$ cat src/hw/rtl/llh_pkg.sv
// shared types and constants for the latency log2 histogram
`default_nettype none
package llh_pkg;
  localparam logic [1:0] ACT_ENTRY = 2'd0;
  localparam logic [1:0] ACT_RETURN = 2'd1;
  localparam logic [1:0] ACT_READ = 2'd2;

  localparam logic [1:0] ST_OK = 2'd0;
  localparam logic [1:0] ST_NO_ENTRY = 2'd1;
  localparam logic [1:0] ST_TABLE_FULL = 2'd2;
  localparam logic [1:0] ST_BIN_RANGE = 2'd3;

  localparam int unsigned NS_PER_US = 1000;

  typedef struct packed {
    logic [1:0]  action;
    logic [31:0] thread_id;
    logic [63:0] time_ns;
    logic [5:0]  read_bin;
  } item_t;
endpackage
`default_nettype wire

$ cat src/hw/rtl/llh_fifo.sv
// two-entry queue between the front and back parts
`default_nettype none
module llh_fifo import llh_pkg::*; (
  input  wire   clk_i,
  input  wire   rst_ni,
  input  wire   push_i,
  input  item_t data_i,
  output logic  full_o,
  input  wire   pop_i,
  output logic  empty_o,
  output item_t data_o
);
  item_t      mem_q [2];
  logic       wp_q, rp_q;
  logic [1:0] cnt_q;

  assign full_o  = (cnt_q == 2'd2);
  assign empty_o = (cnt_q == 2'd0);
  assign data_o  = mem_q[rp_q];

  always_ff @(posedge clk_i) begin
    if (push_i) mem_q[wp_q] <= data_i;
  end

  always_ff @(posedge clk_i or negedge rst_ni) begin
    if (!rst_ni) begin
      wp_q <= 1'b0;
      rp_q <= 1'b0;
      cnt_q <= 2'd0;
    end else begin
      if (push_i) wp_q <= ~wp_q;
      if (pop_i) rp_q <= ~rp_q;
      cnt_q <= cnt_q + {1'b0, push_i} - {1'b0, pop_i};
    end
  end
endmodule
`default_nettype wire

$ cat config.mk
export PLATFORM = sky130hd
export DESIGN_NAME = llh_fifo
export DESIGN_NICKNAME = d
export VERILOG_FILES = /design/src/hw/rtl/llh_pkg.sv /design/src/hw/rtl/llh_fifo.sv
export SDC_FILE = /design/constraint.sdc
export NUM_CORES = 1
export LEC_CHECK = 0
export BUFFER_PORTS_ARGS = -buffer_cell sky130_fd_sc_hd__buf_2
export CAP_MARGIN = 20
export CORE_MARGIN = 4
export CORE_UTILIZATION = 38
export CTS_BUF_LIST = sky130_fd_sc_hd__clkbuf_4 sky130_fd_sc_hd__clkbuf_8
export CTS_CLUSTER_SIZE = 25
export DETAILED_ROUTE_END_ITERATION = 7
export PLACE_DENSITY_LB_ADDON = 0.05
export SLEW_MARGIN = 30
export SYNTH_ARGS = -nofsm -noshare
export SYNTH_HDL_FRONTEND = slang
export SYNTH_SLANG_ARGS = --single-unit
$ cat constraint.sdc
create_clock -name clk_i -period 7.3 [get_ports clk_i]
set_input_delay 0.73 -clock clk_i [delete_from_list [all_inputs] [get_ports clk_i]]
set_output_delay 0.73 -clock clk_i [all_outputs]
set_load 0.01 [all_outputs]
==> summary.md <==
| Metric | Value |
|---|---|
| Post-Synth XOR/XNOR Area | `0.522%` |
| Worst r2r path cells | `2` |
| RePlAce Congestion | `0.713` |
| Vias/cell | `4.48` |
| Clk Tree Root Cell | `clkbuf_8` |
| Worst-path clk slew | `0.06 ns` |
| Synth Cell Area | `0.00791 mm2` |
| Layout Utilization | `48.8%` |
| Post-CTS Resized | `0` |
| Post-Synth Simple-Gate Area | `0.285%` |
| CTS Buffer Depth | `3` |
| IO Port Bufs | `213` |
| Gr ovfl total | `0` |
| Vias in the first global route | `4,270` |
| Mux contribution to synthesized area | `17.2%` |
| First-pass GRT wire length | `23,400 um` |
| Static Leak | `3.92 nW` |
| Arr. time, crit path | `2.48 ns` |
| ANT nets after route | `0` |
| Largest family of logic cells by synthesized area | `multiplexers` |
| Wirelength per Cell | `17.5 um` |
| CTS tree | `yes` |
| Share of layout cells above drive strength 1 | `62.2%` |
| Synth Register Bits | `212` |
| Post-Syn Instances | `339` |
| Min-delay worst type | `in -> reg` |
| Hold violation count in the final report | `0` |
| Worst setup EP type | `output pin` |
| Ant. Diodes | `0` |
| CP Max Fanout | `38` |
| Run status | `finished, final reports clean` |
| Max-cap viol count | `0` |
| Clock Skew | `0.0225 ns` |
| Synth warn | `0` |
| Sink Count | `212` |
| Final net count | `694` |
| DR iter-0 viols | `182` |
| Global Route Usage Sum | `12.8%` |
| CP startpoint kind | `flop` |
| Crit path time final | `3.21 ns` |
| Die Ht | `152 um` |
| Die ar. | `0.0232 mm2` |
| Required @ worst endpoint | `6.57 ns` |
| Fin cells | `879` |
| Largest net degree at the start of global routing | `65` |
| Post-CTS Setup Bufs | `0` |
| RSZ-0062 raised after global routing | `no` |
| Relative slew slack | `39.0%` |
| Average size of a mapped cell | `23.3 um2` |
| Slew Viols, Final | `0` |
| Post-synthesis sequential area ratio | `80.2%` |
| Initial antenna violation count | `4` |
| PwrDens | `381 mW/mm2` |
| Fin crit share | `43.9%` |
| VDD IR max | `201 uV` |
| DR pass1 iterations | `4` |
| Fill cells | `1,752` |
| Setup violators final | `0` |
| IO Count | `214` |
| Core area | `0.0204 mm2` |
| Most frequent cells in the layout | `buf_2, edfxtp_1, mux2_2, mux2_4, clkbuf_8` |
| Die X | `152 um` |
| Mapped Nets | `449` |
| Worst hold stages | `1` |
| Synthesis-to-layout area growth | `25.6%` |
| Synth Area in Adders | `0.316%` |
| Setup TNS | `0 ns` |
| Fmax | `312 MHz` |
| Distinct cell type count after synthesis | `14` |
| Most common cell after layout, fill and taps aside | `buf_2` |
| HPWL after detailed placement | `10,100 um` |
| Vias | `3,936` |
| H-tree Lvls | `2` |
| Initial Util | `38.8%` |
| Total CTS buffers | `36` |
| Routed wire length | `15,400 um` |
| Worst skew pair latency | `0.50 ns` |
| DR DRC count | `0` |
| Rows | `52` |
| Post-synthesis compound-gate area fraction | `0%` |
| Pwr Total | `0.00379 W` |
| Critical path class | `reg -> out` |
| DP Cell Count | `815` |
| Pin slew with the least headroom to its limit | `0.915 ns` |
==> layer usage <==
| metal | vias to the layer above | routed length [um] | GRT usage (%) | part of all wire [%] |
|---|---|---|---|---|
| met5 | - | 48 | 0 | 0.31 |
| met4 | 8 | 377 | 4.92 | 2.4 |
| met3 | 44 | 1480 | 5.77 | 9.6 |
| met2 | 160 | 7400 | 20.9 | 48 |
| met1 | 1881 | 6100 | 14.9 | 40 |
| li1 | 1843 | - | - | - |
==> repair_timing <==
item / CTS / global route
hold endpoints to repair: 4 / 0
hold buffers: 1 / 0
setup endpoints to repair: 0 / 0
==> path summary, 6_finish.rpt <==
path	start	to	slack [ns]
max reg2reg	wp_q$_DFFE_PN0P_	mem_q[1][30]$_DFFE_PP_	5.07
max in group asynchronous	rst_ni	rp_q$_DFFE_PN0P_	6.58
min in group asynchronous	rst_ni	cnt_q[0]$_DFF_PN0_	0.57
min	data_i[97]	mem_q[0][97]$_DFFE_PP_	0.41
max	rp_q$_DFFE_PN0P_	data_o[36]	4.09
min reg2reg	wp_q$_DFFE_PN0P_	wp_q$_DFFE_PN0P_	0.54
==> area by class of cell <==
type                    instances  area (um2)  share of cell area (%)
multi-input cells             113        1460                    14.7
flip-flops and latches        212        6350                    63.9
inverters                       2        7.51                  0.0755
repair buffers                219        1130                    11.4
clock buffers                  46         577                    5.80
well taps                     270         338                    3.40
clock inverters                17        73.8                   0.743
==> synth_stat cells <==
library cell,n,area [um2]
buf_6,6,67.6
buf_2,5,25.0
dfrtp_1,4,100
nor2_1,1,3.75
inv_1,2,7.51
xor2_1,2,17.5
mux2_4,50,751
ha_1,2,25.0
buf_8,1,15.0
nor2b_1,2,12.5
xor3_1,1,23.8
mux2_2,54,608
edfxtp_1,208,6250
and2_1,1,6.26
==> state kept, by name, summed over array words and instances (netlist names) <==
register / flops
cnt_q: 2
mem_q: 208
rp_q: 1
wp_q: 1
==> critical path, stage by stage (launching register included) <==
cell	delay, ns
dfrtp_4	0.75
buf_4	0.64
mux2_2	0.42
buf_2	0.14
==> cells by family after synthesis <==
logic type    Yosys count
xor+xnor                3
fa+ha+maj               2
buf+inv                14
flops                 212
mux                   104
simple gates            4
==> per-stage QoR <==
step                      instance area (um2)  hold WS [ns]  setup WS, ns
final                                    9940         0.410          4.09
after global routing                     9940         0.376          3.96
after CTS                                9940         0.369          4.01
after detailed placement                 9280         0.534          4.57
after global placement                   9250         0.529          4.13
after floorplan                          7910         0.434          1.47
==> report_power, final <==
| part | switching (W) | total, W | internal [W] |
|---|---|---|---|
| combinational | 0.000556 | 0.00111 | 0.000557 |
| sequential | 0.0000935 | 0.00171 | 0.00162 |
| clock | 0.000443 | 0.000959 | 0.000517 |
(Power assumes the default switching activity.)
